[config.mk]
export PLATFORM = sky130hd
export DESIGN_NAME = audio_rate_converter_16k_top
export DESIGN_NICKNAME = d
export VERILOG_FILES = /design/src/arc_pkg.sv /design/src/arc_regs.sv /design/src/arc_div.sv /design/src/arc_dp.sv /design/src/arc_ctrl.sv /design/src/audio_rate_converter_16k_top.sv
export SDC_FILE = /design/constraint.sdc
export NUM_CORES = 1
export LEC_CHECK = 0
export BUFFER_PORTS_ARGS = -buffer_cell sky130_fd_sc_hd__clkbuf_2
export CAP_MARGIN = 10
export CORE_ASPECT_RATIO = 0.8
export CORE_MARGIN = 2
export CORE_UTILIZATION = 45
export CTS_CLUSTER_DIAMETER = 100
export CTS_CLUSTER_SIZE = 10
export DETAILED_ROUTE_END_ITERATION = 16
export GPL_TIMING_DRIVEN = 0
export MAX_ROUTING_LAYER = met4
export SLEW_MARGIN = 20
export SYNTH_ARGS = -nofsm -noshare
export SYNTH_HDL_FRONTEND = slang
export SYNTH_SLANG_ARGS = --single-unit
[constraint.sdc]
create_clock -name clk -period 9.35 [get_ports clk]
set_input_delay 1.87 -clock clk [delete_from_list [all_inputs] [get_ports clk]]
set_output_delay 1.87 -clock clk [all_outputs]
set_load 0.01 [all_outputs]
[src/arc_pkg.sv]
// shared constants, register indexes and control/status structs
// for the 16 kHz nearest-neighbor rate converter; no dependencies
package arc_pkg;

  localparam int SAMPLE_W        = 8;
  localparam int RATE_W          = 16;
  localparam int LEN_W           = 24;
  localparam int IDX_W           = 26;
  localparam int DATA_W          = 32;
  localparam int ADDR_W          = 3;
  localparam int CNT_W           = 3;
  localparam int MAX_OUT         = 5;
  localparam int TARGET_RATE_DEF = 16000;
  localparam int FRAC_BITS_DEF   = 10;
  localparam int MIN_RATE        = 4000;
  localparam int RATE_RESET      = 16000;
  localparam int LEN_RESET       = 1;

  localparam logic [SAMPLE_W-1:0] SIGN_FLIP = 8'h80;

  // register index, taken from paddr[2]
  localparam logic REG_SOURCE_RATE  = 1'b0;
  localparam logic REG_INPUT_LENGTH = 1'b1;

  // conversion mode
  localparam logic [1:0] MODE_PASS = 2'd0;
  localparam logic [1:0] MODE_UP   = 2'd1;
  localparam logic [1:0] MODE_DOWN = 2'd2;

  // divider operand select
  localparam logic DIV_TOTAL = 1'b0;
  localparam logic DIV_STEP  = 1'b1;

  typedef struct packed {
    logic accept;
    logic div_start;
    logic div_sel;
    logic load_total;
    logic load_step;
    logic init;
    logic emit_pass;
    logic up_emit;
    logic dn_first;
    logic dn_last;
    logic advance;
  } cmd_t;

  typedef struct packed {
    logic       first;
    logic       last;
    logic [1:0] mode;
    logic       up_cond;
    logic       dn_c1;
    logic       dn_c2;
    logic       out_free;
    logic       div_busy;
    logic       div_done;
  } stat_t;

endpackage

[src/arc_regs.sv]
// configuration registers behind the apb-style port
// depends on arc_pkg
module arc_regs (
  input  logic                         clk,
  input  logic                         rst,
  input  logic                         psel,
  input  logic                         penable,
  input  logic                         pwrite,
  input  logic [arc_pkg::ADDR_W-1:0]   paddr,
  input  logic [arc_pkg::DATA_W-1:0]   pwdata,
  output logic [arc_pkg::DATA_W-1:0]   prdata,
  output logic                         pready,
  output logic [arc_pkg::RATE_W-1:0]   source_rate,
  output logic [arc_pkg::LEN_W-1:0]    input_length,
  output logic                         restart
);

  localparam int RW = arc_pkg::RATE_W;
  localparam int LW = arc_pkg::LEN_W;
  localparam int DW = arc_pkg::DATA_W;

  logic wr;
  logic sel;

  assign pready  = 1'b1;
  assign sel     = paddr[2];
  assign wr      = psel && penable && pwrite;
  assign restart = wr;

  always_ff @(posedge clk) begin
    if (rst) begin
      source_rate  <= RW'(arc_pkg::RATE_RESET);
      input_length <= LW'(arc_pkg::LEN_RESET);
    end else if (wr) begin
      if (sel == arc_pkg::REG_SOURCE_RATE) begin
        source_rate <= pwdata[RW-1:0];
      end else begin
        input_length <= pwdata[LW-1:0];
      end
    end
  end

  always_comb begin
    if (sel == arc_pkg::REG_INPUT_LENGTH) begin
      prdata = DW'(input_length);
    end else begin
      prdata = DW'(source_rate);
    end
  end

endmodule

[src/arc_div.sv]
// restoring divider, one quotient bit per cycle
// no dependencies
module arc_div #(
  parameter int DW = 40,
  parameter int VW = 16
) (
  input  logic          clk,
  input  logic          rst,
  input  logic          start,
  input  logic [DW-1:0] dividend,
  input  logic [VW-1:0] divisor,
  output logic          busy,
  output logic          done,
  output logic [DW-1:0] quotient
);

  localparam int CW = $clog2(DW + 1);

  logic [DW-1:0] dvd;
  logic [VW-1:0] rem;
  logic [VW-1:0] dsr;
  logic [CW-1:0] cnt;
  logic [VW:0]   trial;
  logic          fits;

  assign trial    = {rem, dvd[DW-1]};
  assign fits     = trial >= {1'b0, dsr};
  assign quotient = dvd;

  always_ff @(posedge clk) begin
    if (rst) begin
      busy <= 1'b0;
      done <= 1'b0;
      cnt  <= '0;
    end else begin
      done <= 1'b0;
      if (start) begin
        busy <= 1'b1;
        cnt  <= CW'(DW);
      end else if (busy) begin
        cnt <= cnt - 1'b1;
        if (cnt == CW'(1)) begin
          busy <= 1'b0;
          done <= 1'b1;
        end
      end
    end
  end

  always_ff @(posedge clk) begin
    if (start) begin
      dvd <= dividend;
      rem <= '0;
      dsr <= divisor;
    end else if (busy) begin
      dvd <= {dvd[DW-2:0], fits};
      if (fits) begin
        rem <= VW'(trial - {1'b0, dsr});
      end else begin
        rem <= trial[VW-1:0];
      end
    end
  end

endmodule

[src/arc_dp.sv]
// datapath: phase accumulator, indexes, held sample, divider and output register
// depends on arc_pkg and arc_div
module arc_dp #(
  parameter int TARGET_RATE = arc_pkg::TARGET_RATE_DEF,
  parameter int FRAC_BITS   = arc_pkg::FRAC_BITS_DEF
) (
  input  logic                                clk,
  input  logic                                rst,
  input  logic [arc_pkg::RATE_W-1:0]          source_rate,
  input  logic [arc_pkg::LEN_W-1:0]           input_length,
  input  logic                                restart,
  input  logic [arc_pkg::SAMPLE_W-1:0]        sample_in,
  input  arc_pkg::cmd_t                       cmd,
  output arc_pkg::stat_t                      stat,
  output logic                                dst_valid,
  input  logic                                dst_ready,
  output logic signed [arc_pkg::SAMPLE_W-1:0] sample_out,
  output logic                                final_res
);

  localparam int RW    = arc_pkg::RATE_W;
  localparam int LW    = arc_pkg::LEN_W;
  localparam int XW    = arc_pkg::IDX_W;
  localparam int SW    = arc_pkg::SAMPLE_W;
  localparam int ACC_W = XW + FRAC_BITS;
  localparam int DIV_W = (LW + RW > RW + FRAC_BITS) ? LW + RW : RW + FRAC_BITS;

  localparam logic [RW-1:0] TGT = RW'(TARGET_RATE);

  logic [RW-1:0]    rate_eff;
  logic [LW-1:0]    len_eff;
  logic [LW-1:0]    in_idx;
  logic [XW-1:0]    total;
  logic [FRAC_BITS-1:0] step;
  logic [ACC_W-1:0] acc;
  logic [XW-1:0]    out_idx;
  logic [SW-1:0]    held;
  logic             held_valid;
  logic [SW-1:0]    smp;
  logic [XW-1:0]    pos;
  logic [XW:0]      out_idx_inc;
  logic             fin_up;
  logic             fin1;
  logic             emit;
  logic [SW-1:0]    emit_data;
  logic             emit_fin;
  logic [DIV_W-1:0] div_dividend;
  logic [RW-1:0]    div_divisor;
  logic [DIV_W-1:0] div_q;
  logic [DIV_W-1:0] len_prod;
  logic             div_busy;
  logic             div_done;

  assign rate_eff    = (source_rate < RW'(arc_pkg::MIN_RATE)) ? RW'(arc_pkg::MIN_RATE)
                                                               : source_rate;
  assign len_eff     = (input_length == '0) ? LW'(1) : input_length;
  assign pos         = acc[ACC_W-1:FRAC_BITS];
  assign out_idx_inc = {1'b0, out_idx} + 1'b1;
  assign fin_up      = out_idx_inc == {1'b0, total};
  assign fin1        = fin_up || (stat.last && !(pos < total));

  always_comb begin
    stat          = '0;
    stat.first    = in_idx == '0;
    stat.last     = ({1'b0, in_idx} + 1'b1) >= {1'b0, len_eff};
    if (rate_eff == TGT) begin
      stat.mode = arc_pkg::MODE_PASS;
    end else if (rate_eff < TGT) begin
      stat.mode = arc_pkg::MODE_UP;
    end else begin
      stat.mode = arc_pkg::MODE_DOWN;
    end
    stat.up_cond  = (out_idx < total) && (pos == XW'(in_idx));
    stat.dn_c1    = held_valid && (pos != out_idx) && (out_idx < total);
    stat.dn_c2    = out_idx < total;
    stat.out_free = !dst_valid || dst_ready;
    stat.div_busy = div_busy;
    stat.div_done = div_done;
  end

  // divider operands
  assign len_prod = DIV_W'(len_eff) * DIV_W'(TGT);

  always_comb begin
    if (cmd.div_sel == arc_pkg::DIV_TOTAL) begin
      div_dividend = len_prod;
      div_divisor  = rate_eff;
    end else if (rate_eff < TGT) begin
      div_dividend = DIV_W'(rate_eff) << FRAC_BITS;
      div_divisor  = TGT;
    end else begin
      div_dividend = DIV_W'(TGT) << FRAC_BITS;
      div_divisor  = rate_eff;
    end
  end

  arc_div #(
    .DW(DIV_W),
    .VW(RW)
  ) u_div (
    .clk      (clk),
    .rst      (rst),
    .start    (cmd.div_start),
    .dividend (div_dividend),
    .divisor  (div_divisor),
    .busy     (div_busy),
    .done     (div_done),
    .quotient (div_q)
  );

  always_ff @(posedge clk) begin
    if (rst) begin
      in_idx     <= '0;
      held_valid <= 1'b0;
    end else begin
      if (restart) begin
        in_idx <= '0;
      end else if (cmd.advance) begin
        in_idx <= stat.last ? '0 : in_idx + 1'b1;
      end
      if (cmd.init || cmd.dn_last) begin
        held_valid <= 1'b0;
      end else if (cmd.dn_first) begin
        held_valid <= 1'b1;
      end
    end
  end

  always_ff @(posedge clk) begin
    if (cmd.accept) begin
      smp <= sample_in;
    end
    if (cmd.load_total) begin
      if (div_q[DIV_W-1:XW] != '0) begin
        total <= '1;
      end else begin
        total <= div_q[XW-1:0];
      end
    end
    if (cmd.load_step) begin
      step <= div_q[FRAC_BITS-1:0];
    end
    if (cmd.init) begin
      acc     <= '0;
      out_idx <= '0;
    end else if (cmd.up_emit) begin
      acc     <= acc + ACC_W'(step);
      out_idx <= out_idx_inc[XW-1:0];
    end else if (cmd.dn_first) begin
      acc     <= acc + ACC_W'(step);
      out_idx <= pos;
    end
    if (cmd.dn_first) begin
      held <= smp;
    end
  end

  // output register
  always_comb begin
    emit      = 1'b0;
    emit_data = smp;
    emit_fin  = 1'b0;
    if (cmd.emit_pass) begin
      emit     = 1'b1;
      emit_fin = stat.last;
    end else if (cmd.up_emit) begin
      emit     = 1'b1;
      emit_fin = fin_up;
    end else if (cmd.dn_first) begin
      emit      = stat.dn_c1;
      emit_data = held;
      emit_fin  = fin1;
    end else if (cmd.dn_last) begin
      emit     = stat.dn_c2;
      emit_fin = 1'b1;
    end
  end

  always_ff @(posedge clk) begin
    if (rst) begin
      dst_valid <= 1'b0;
    end else if (emit) begin
      dst_valid <= 1'b1;
    end else if (dst_ready) begin
      dst_valid <= 1'b0;
    end
  end

  always_ff @(posedge clk) begin
    if (emit) begin
      sample_out <= $signed(emit_data ^ arc_pkg::SIGN_FLIP);
      final_res  <= emit_fin;
    end
  end

endmodule

[src/arc_ctrl.sv]
// controller: sequences setup divisions and per-request output emission
// depends on arc_pkg
module arc_ctrl (
  input  logic           clk,
  input  logic           rst,
  input  logic           src_valid,
  output logic           src_ready,
  input  arc_pkg::stat_t stat,
  output arc_pkg::cmd_t  cmd
);

  localparam int CW = arc_pkg::CNT_W;

  localparam logic [3:0] S_IDLE      = 4'd0;
  localparam logic [3:0] S_TOT_GO    = 4'd1;
  localparam logic [3:0] S_TOT_WAIT  = 4'd2;
  localparam logic [3:0] S_STEP_GO   = 4'd3;
  localparam logic [3:0] S_STEP_WAIT = 4'd4;
  localparam logic [3:0] S_EVAL      = 4'd5;
  localparam logic [3:0] S_UP        = 4'd6;
  localparam logic [3:0] S_DN1       = 4'd7;
  localparam logic [3:0] S_DN2       = 4'd8;
  localparam logic [3:0] S_ADV       = 4'd9;

  logic [3:0]    state;
  logic [3:0]    state_next;
  logic [CW-1:0] n;
  logic [CW-1:0] n_next;

  assign src_ready = state == S_IDLE;

  always_comb begin
    cmd        = '0;
    state_next = state;
    n_next     = n;
    case (state)
      S_IDLE: begin
        if (src_valid) begin
          cmd.accept = 1'b1;
          state_next = stat.first ? S_TOT_GO : S_EVAL;
        end
      end
      S_TOT_GO: begin
        cmd.div_start = 1'b1;
        cmd.div_sel   = arc_pkg::DIV_TOTAL;
        state_next    = S_TOT_WAIT;
      end
      S_TOT_WAIT: begin
        if (stat.div_done) begin
          cmd.load_total = 1'b1;
          state_next     = S_STEP_GO;
        end
      end
      S_STEP_GO: begin
        cmd.div_start = 1'b1;
        cmd.div_sel   = arc_pkg::DIV_STEP;
        state_next    = S_STEP_WAIT;
      end
      S_STEP_WAIT: begin
        cmd.div_sel = arc_pkg::DIV_STEP;
        if (stat.div_done) begin
          cmd.load_step = 1'b1;
          cmd.init      = 1'b1;
          state_next    = S_EVAL;
        end
      end
      S_EVAL: begin
        n_next = '0;
        if (stat.mode == arc_pkg::MODE_PASS) begin
          if (stat.out_free) begin
            cmd.emit_pass = 1'b1;
            state_next    = S_ADV;
          end
        end else if (stat.mode == arc_pkg::MODE_UP) begin
          state_next = S_UP;
        end else begin
          state_next = S_DN1;
        end
      end
      S_UP: begin
        if (stat.up_cond && (n < CW'(arc_pkg::MAX_OUT))) begin
          if (stat.out_free) begin
            cmd.up_emit = 1'b1;
            n_next      = n + 1'b1;
          end
        end else begin
          state_next = S_ADV;
        end
      end
      S_DN1: begin
        if (!stat.dn_c1 || stat.out_free) begin
          cmd.dn_first = 1'b1;
          state_next   = stat.last ? S_DN2 : S_ADV;
        end
      end
      S_DN2: begin
        if (!stat.dn_c2 || stat.out_free) begin
          cmd.dn_last = 1'b1;
          state_next  = S_ADV;
        end
      end
      S_ADV: begin
        cmd.advance = 1'b1;
        state_next  = S_IDLE;
      end
      default: begin
        state_next = S_IDLE;
      end
    endcase
  end

  always_ff @(posedge clk) begin
    if (rst) begin
      state <= S_IDLE;
      n     <= '0;
    end else begin
      state <= state_next;
      n     <= n_next;
    end
  end

endmodule

[src/audio_rate_converter_16k_top.sv]
// top level of the nearest-neighbor converter to TARGET_RATE (16 kHz)
// depends on arc_pkg, arc_regs, arc_ctrl, arc_dp (and arc_div through arc_dp)
//
// usage
//   write source_rate (address 0) and input_length (address 4) over the apb port
//   while idle; any write starts a new sound. samples enter on src_valid/src_ready,
//   one request at a time; converted signed samples leave on dst_valid/dst_ready,
//   final_res marks the last sample of the sound.
// sequencing
//   the first request of a sound runs two divisions on a bit-serial divider
//   (output count, then step) before its results. for other requests, pass-through
//   runs S_EVAL and S_ADV; upsampling runs S_EVAL, S_UP for each result (up to 5
//   results) and S_ADV; downsampling runs S_EVAL, S_DN1, S_DN2 only on the last
//   request of a sound, then S_ADV; the controller handles one request at a time.
// reset and stall
//   reset loads source_rate 16000, input_length 1 and starts a new sound.
//   results sit in one output register; while the receiver stalls with a result
//   pending, the controller waits before writing the next one, and src_ready
//   stays low until the request's results are all written.
module audio_rate_converter_16k_top #(
  parameter int TARGET_RATE = arc_pkg::TARGET_RATE_DEF,
  parameter int FRAC_BITS   = arc_pkg::FRAC_BITS_DEF
) (
  input  logic                                clk,
  input  logic                                rst,
  input  logic                                psel,
  input  logic                                penable,
  input  logic                                pwrite,
  input  logic [arc_pkg::ADDR_W-1:0]          paddr,
  input  logic [arc_pkg::DATA_W-1:0]          pwdata,
  output logic [arc_pkg::DATA_W-1:0]          prdata,
  output logic                                pready,
  input  logic                                src_valid,
  output logic                                src_ready,
  input  logic [arc_pkg::SAMPLE_W-1:0]        sample_in,
  output logic                                dst_valid,
  input  logic                                dst_ready,
  output logic signed [arc_pkg::SAMPLE_W-1:0] sample_out,
  output logic                                final_res
);

  logic [arc_pkg::RATE_W-1:0] source_rate;
  logic [arc_pkg::LEN_W-1:0]  input_length;
  logic                       restart;
  arc_pkg::cmd_t              cmd;
  arc_pkg::stat_t             stat;

  arc_regs u_regs (
    .clk          (clk),
    .rst          (rst),
    .psel         (psel),
    .penable      (penable),
    .pwrite       (pwrite),
    .paddr        (paddr),
    .pwdata       (pwdata),
    .prdata       (prdata),
    .pready       (pready),
    .source_rate  (source_rate),
    .input_length (input_length),
    .restart      (restart)
  );

  arc_ctrl u_ctrl (
    .clk       (clk),
    .rst       (rst),
    .src_valid (src_valid),
    .src_ready (src_ready),
    .stat      (stat),
    .cmd       (cmd)
  );

  arc_dp #(
    .TARGET_RATE (TARGET_RATE),
    .FRAC_BITS   (FRAC_BITS)
  ) u_dp (
    .clk          (clk),
    .rst          (rst),
    .source_rate  (source_rate),
    .input_length (input_length),
    .restart      (restart),
    .sample_in    (sample_in),
    .cmd          (cmd),
    .stat         (stat),
    .dst_valid    (dst_valid),
    .dst_ready    (dst_ready),
    .sample_out   (sample_out),
    .final_res    (final_res)
  );

  a_div_idle: assert property (@(posedge clk) disable iff (rst)
    cmd.div_start |-> !stat.div_busy)
    else $error("divider started while busy");

  a_emit_free: assert property (@(posedge clk) disable iff (rst)
    (cmd.emit_pass || cmd.up_emit) |-> stat.out_free)
    else $error("result written over a pending result");

  a_one_update: assert property (@(posedge clk) disable iff (rst)
    $onehot0({cmd.init, cmd.emit_pass, cmd.up_emit, cmd.dn_first, cmd.dn_last}))
    else $error("conflicting datapath commands");

  a_one_request: assert property (@(posedge clk) disable iff (rst)
    (src_valid && src_ready) |=> !src_ready)
    else $error("request taken while another is in progress");

endmodule
**Word level (Yosys, flattened, before mapping)**

Index checks and enable logic that the tools add are counted.

- Register bits after elaboration: 276
- Input port bits: 50
- Output and inout bits: 44
- Word-level logic and storage cells: 168

- Add/sub/neg operators: 7
- Multiply operators: 1
- $lt $le $gt $ge: 7
- Equality and inequality tests: 24
- Mux-type cells: 69
- Bitwise operators: 3
- Reductions and logical operators: 35

Operator list:

| operator | count |
|---|---|
| 40-bit 2-to-1 mux | 3 |
| 26-bit 2-to-1 mux | 3 |
| 24-bit 2-to-1 mux | 3 |
| 36-bit 2-to-1 mux | 2 |
| 16-bit 2-to-1 mux | 4 |
| 26-bit < comparator | 2 |
| 24-bit zero test | 2 |
| 36-bit by 10-bit adder with 36-bit output | 1 |
| 4-bit case mux with 9 select lines | 1 |
| 1-bit 2-to-1 mux | 32 |
| 4-bit 2-to-1 mux | 8 |
| 24-bit by 7-bit multiplier with 31-bit output, second input constant | 1 |
| 26-bit by 1-bit adder with 27-bit output, second input constant | 1 |
| 27-bit by 26-bit == test with 1-bit output | 1 |
| 26-bit by 24-bit == test with 1-bit output | 1 |
| 26-bit != test | 1 |
| 24-bit by 1-bit adder with 25-bit output, second input constant | 1 |
| 25-bit by 24-bit greater-or-equal comparator with 1-bit output | 1 |
| 24-bit by 1-bit adder with 24-bit output, second input constant | 1 |
| 8-bit 2-to-1 mux | 3 |
| 17-bit by 16-bit greater-or-equal comparator with 1-bit output | 1 |
| 16-bit by 14-bit == test with 1-bit output, second input constant | 1 |
| 4-bit by 3-bit == test with 1-bit output, second input constant | 4 |
| 16-bit by 12-bit < comparator with 1-bit output, second input constant | 1 |
| 30 further kinds | 67 |

**Logic depth before layout (Yosys ltp)**

- Depth after elaboration: 11
- Depth in mapped cells: 26
- Gate-level depth less buffers: 26

**Cells and area by module**

A second synthesis with hierarchy kept.

- Cells, all modules: 2385
- Area, all modules: 21878.5 sq um

Modules (own cells, without submodules):

| module | times used | cells an instance | area an instance (sq um) | seq. area each (sq um) |
|---|---|---|---|---|
| arc_dp | 1 | 1736 | 15008.1 | 3593.4 |
| arc_div | 1 | 363 | 4135.2 | 2162.1 |
| arc_regs | 1 | 206 | 2048.2 | 800.8 |
| arc_ctrl | 1 | 80 | 686.9 | 140.1 |

**Least setup slack after synthesis**

Ideal clock, no wire load.

- Path kind: register to register
- From: reg u_regs.input_length[7] (netlist bit)
- To: reg u_dp.u_div.dvd[37], in the netlist u_dp.u_div.quotient[37], data pin
- Data arrival time: 5.174 ns
- Slack: 3.910 ns
- Cell stages (with the launch flop): 23
- Cell sequence: dfxtp_1 -> inv_1 -> nand4_1 -> nor3_1 -> nand3_1 -> nand2_1 -> inv_1 -> ha_1 -> inv_1 -> fa_1 -> fa_1 -> fa_1 -> inv_1 -> ha_1 -> a21o_1 -> a211oi_1 -> nand2_1 -> o21ai_0 -> o21ai_0 -> o21ai_0 -> o21ai_0 -> xnor2_1 -> o21ai_0

- Longest elaborated chain between the ends: 5

RTL lines:

| item | RTL line | text |
|---|---|---|
| from (decl) | arc_regs.sv:14 | `output logic [arc_pkg::LEN_W-1:0] input_length,` |
| from (signal assigned) | arc_regs.sv:33 | `input_length <= LW'(arc_pkg::LEN_RESET);` |
| from (signal assigned) | arc_regs.sv:38 | `input_length <= pwdata[LW-1:0];` |
| 24-bit zero test | arc_dp.sv:56 | `assign len_eff = (input_length == '0) ? LW'(1) : input_length;` |
| 24-bit 2-to-1 mux (*) | arc_dp.sv:56 |  |
| 24-bit by 7-bit multiplier with 31-bit output (*) | arc_dp.sv:82 | `assign len_prod = DIV_W'(len_eff) * DIV_W'(TGT);` |
| 40-bit 2-to-1 mux (*) | arc_dp.sv:85 | `if (cmd.div_sel == arc_pkg::DIV_TOTAL) begin` |
| 40-bit 2-to-1 mux (*) | arc_div.sv:51 | `if (start) begin` |
| to (signal assigned) | arc_div.sv:52 | `dvd <= dividend;` |
| to (signal assigned) | arc_div.sv:56 | `dvd <= {dvd[DW-2:0], fits};` |
| to (decl) | arc_div.sv:19 | `logic [DW-1:0] dvd;` |

Every way passes the cells marked *; elsewhere a longest branch is shown, timed or not.
A chain may end at the register's enable or synchronous reset.

**Final worst setup path**

- From: reg u_regs.input_length[15] (netlist bit)
- To: reg u_dp.u_div.dvd[37], in the netlist u_dp.u_div.quotient[37], data pin

The elaborated chain is that of the path after synthesis.

==> results.md <==
* Status: complete, no violations
* Most frequent cells after synthesis: nand2_1, inv_1, a21oi_1
* Final nets at about 2800
* Seq/Total Area, Yosys at about a third
* Clock sinks at ~280
* Leak at just under 10 nW
* Final setup fails at 0
* Worst slew margin at between 30% and 40%
* CTS buffer count at 31
* Mux cell area share after synthesis at under 10%
* Clock transition at path regs at ~0.060 ns
* Max-cap check violation count at 0
* Pre-Repair DR Iteration Count at 5
* Compound-Gate Fraction of Synth Area at roughly 14%
* FP Rows at 70
* Layout cell share with drive strength beyond 1 at under 10%
* Warnings, synthesis at 0
* H-Tree Depth at 1
* Most numerous cell in the Yosys netlist: nand2_1
* Port Buffer Count at 73
* GPL Wtd Cong at between 0.9 and 1
* Initial antenna violation count at 0
* Worst-skew pair later-pin latency at around 0.6 ns
* Area share of and/or/nand/nor cells after synthesis at roughly 18%
* Post-synth EDFFs at around 120
* Post_cts resized at 0
* Dominant cells by area after synthesis: edfxtp_1, dfxtp_1, ha_1, fa_1, xnor2_1
* Synth top area share at 17.02%
* Number of post-CTS setup repair buffers at 0
* CTS max path bufs at 3
* Crit path kind: flop to flop
* Worst R2R Path Depth at 23
* Crit path launch type: flop
* Die Wd at roughly 240 µm
* CP max FO at 8
* Avg WL per Cell at 20.66 µm
* Full die area at between 40000 and 50000 µm²
* Number of global-route vias before repair at ~16000
* Root buf cell: clkbuf_16
* CTS tree: done
* Tcrit/Tclk final at between 70 and 80%
* IO Count at 94
* Peak supply drop at 0.0001380 V
* Post-route DRC violation count at 0
* N_diodes at 0
* Area share of xor/xnor cells in the synthesized design at ~7%
* Synth area leader: edfxtp_1
* Detail Route Antenna Nets at 0
* Initial core utilization at approximately 45%
* Synthesized instance count at between 2000 and 2500
* Cell Pwr Density at 187.3 nW/µm²
* CP Data Arrival Time at ~7 ns
* First-pass GRT wire length at between 90000 and 100000 µm
* # fillers at around 4300
* Crit path time final at between 6 and 7 ns
* Worst-margin pin slew at ~1 ns
* Avg Inst Size Synth at slightly below 9 µm²
* Final HPWL DP at roughly 50000 µm
* Die height at around 200 µm
* Netlist cell types at 89
* Cell Area, Placed at roughly 22000 µm²
* Total Routing Usage GR at 27.43%
* WHS Path Cells at 2
* RSZ-0062 raised after global routing: false
* FMAX at ~150 MHz
* Synthesized flop and latch total at roughly 280
* Area of the mapped netlist at 20640 µm²
* Congestion Overflow GR at 0
* Via/cell ratio at 5.653
* Final hold viol count at 0
* DR vias at roughly 17000
* Post-synth ARST share at 0%
* Fin area at 22760 µm²
* Adder-Cell Fraction of Synth Area at about a fifth
* Largest net degree at the start of global routing at 27
* Critical Path End Type: flop
* Routed wire length at between 60000 and 70000 µm
* First DRT Iteration DRCs at roughly 1500
* Area delta synth->final at 10.25%
* Worst reg-to-reg setup slack at 2.78 ns
* Max Clock Skew at approximately 0.026 ns
* Combinational family with the most area after synthesis: adder cells
* CORE AREA at around 45000 µm²
* Worst Hold Class: flop to flop
* Final slew viol count at 0
* Top FF cell, synth: dfxtp_1
* Hold buffer count at CTS at 0
* Setup TNS at 0 ns
* Final hold slack at between 0.4 and 0.5 ns
* CP Data Required Time at a little under 10 ns
## area by class of cell
| type | count | area [µm²] | area share, % |
|---|---|---|---|
| plain buffers | 138 | 628.1 | 2.760 |
| clock buffers | 52 | 854.6 | 3.755 |
| clock inverters | 2 | 50.05 | 0.2199 |
| inverters | 218 | 818.3 | 3.596 |
| multi-input cells | 1697 | 12530 | 55.06 |
| flip-flops and latches | 276 | 6696 | 29.43 |
| well taps | 612 | 765.7 | 3.365 |
| repair buffers | 75 | 412.9 | 1.814 |
## registers in the layout (all words and copies together) (netlist names), 8 cells and up
name and cells:
u_dp.acc 36, u_dp.held 8, u_dp.in_idx 24, u_dp.out_idx 26, u_dp.sample_out 8, u_dp.smp 8
u_dp.step 10, u_dp.total 26, u_dp.u_div.dsr 16, u_dp.u_div.quotient 40, u_dp.u_div.rem 16, u_regs.input_length 24
u_regs.source_rate 16
## layout by cell type, fill, tap and decap left out, drive strengths merged, types with 17 or more instances in the layout
cell	instances
nand2	219
inv	217
clkbuf	214
a21oi	194
ha	179
dfxtp	159
nor2	141
o21ai	129
edfxtp	117
xnor2	112
fa	87
nand3	56
xor2	55
nand4	51
buf	51
a21o	39
nor3	39
or2	33
and3	30
or3	28
nor4	27
mux2	24
and2	24
nand2b	19
mux2i	18
a22oi	18
nor2b	17
## metrics by stage
step	total power, mW	utilization [%]	cells	setup WS (ns)
after floorplan	2.631	-	2329	3.910
after global placement	3.045	47.95	3014	2.833
after detailed placement	3.105	48.07	3016	2.839
after CTS	4.261	50.06	3070	2.838
after global routing	4.499	50.06	3070	2.341
final	4.261	50.06	3070	2.781
## kinds of logic (layout without fill, tap and decap cells)
group,after synthesis,in the layout
fa+ha+maj,266,266
compound gates,485,485
other cells,2,9
xor+xnor,167,167
simple gates,728,728
mux,42,42
buf+inv,356,485
flops,276,276
## per-layer routing
metal	share of wire, %	global-route usage, %
met1	50	41.93
met2	39	37.21
met3	9.3	5.594
met4	1.5	4.794
met5	0	-
## report_power, final
group	internal (mW)	switching (mW)
sequential	1.55	0.177
clock	0.644	0.514
combinational	0.517	0.858
total	2.71	1.55
## path summary, 6_finish.rpt
check                                                          start                           endpoint
worst max-delay path            u_regs.input_length[15]$_SDFFE_PP0P_  u_dp.u_div.quotient[37]$_DFFE_PP_
worst min-delay path                        u_dp.acc[7]$_SDFFE_PP0P_           u_dp.acc[7]$_SDFFE_PP0P_
worst max register to register  u_regs.input_length[15]$_SDFFE_PP0P_  u_dp.u_div.quotient[37]$_DFFE_PP_
worst min register to register              u_dp.acc[7]$_SDFFE_PP0P_           u_dp.acc[7]$_SDFFE_PP0P_
## worst max-delay path, stage by stage (launching register included)
cell	delay, ns
dfxtp_1	0.35
inv_1	0.37
nand4_1	0.23
nor3_1	0.26
nand3_1	0.32
nand2_1	0.41
inv_1	0.09
ha_1	0.28
inv_1	0.05
fa_1	0.56
fa_1	0.44
fa_1	0.51
inv_1	0.09
ha_1	0.38
nand4_1	0.14
nor2_1	0.06
a211oi_1	0.36
nand2_1	0.08
o21ai_0	0.37
o21ai_0	0.24
o21ai_0	0.30
o21ai_0	0.16
xnor2_1	0.16
o21ai_0	0.09
(Power assumes the default switching activity.)
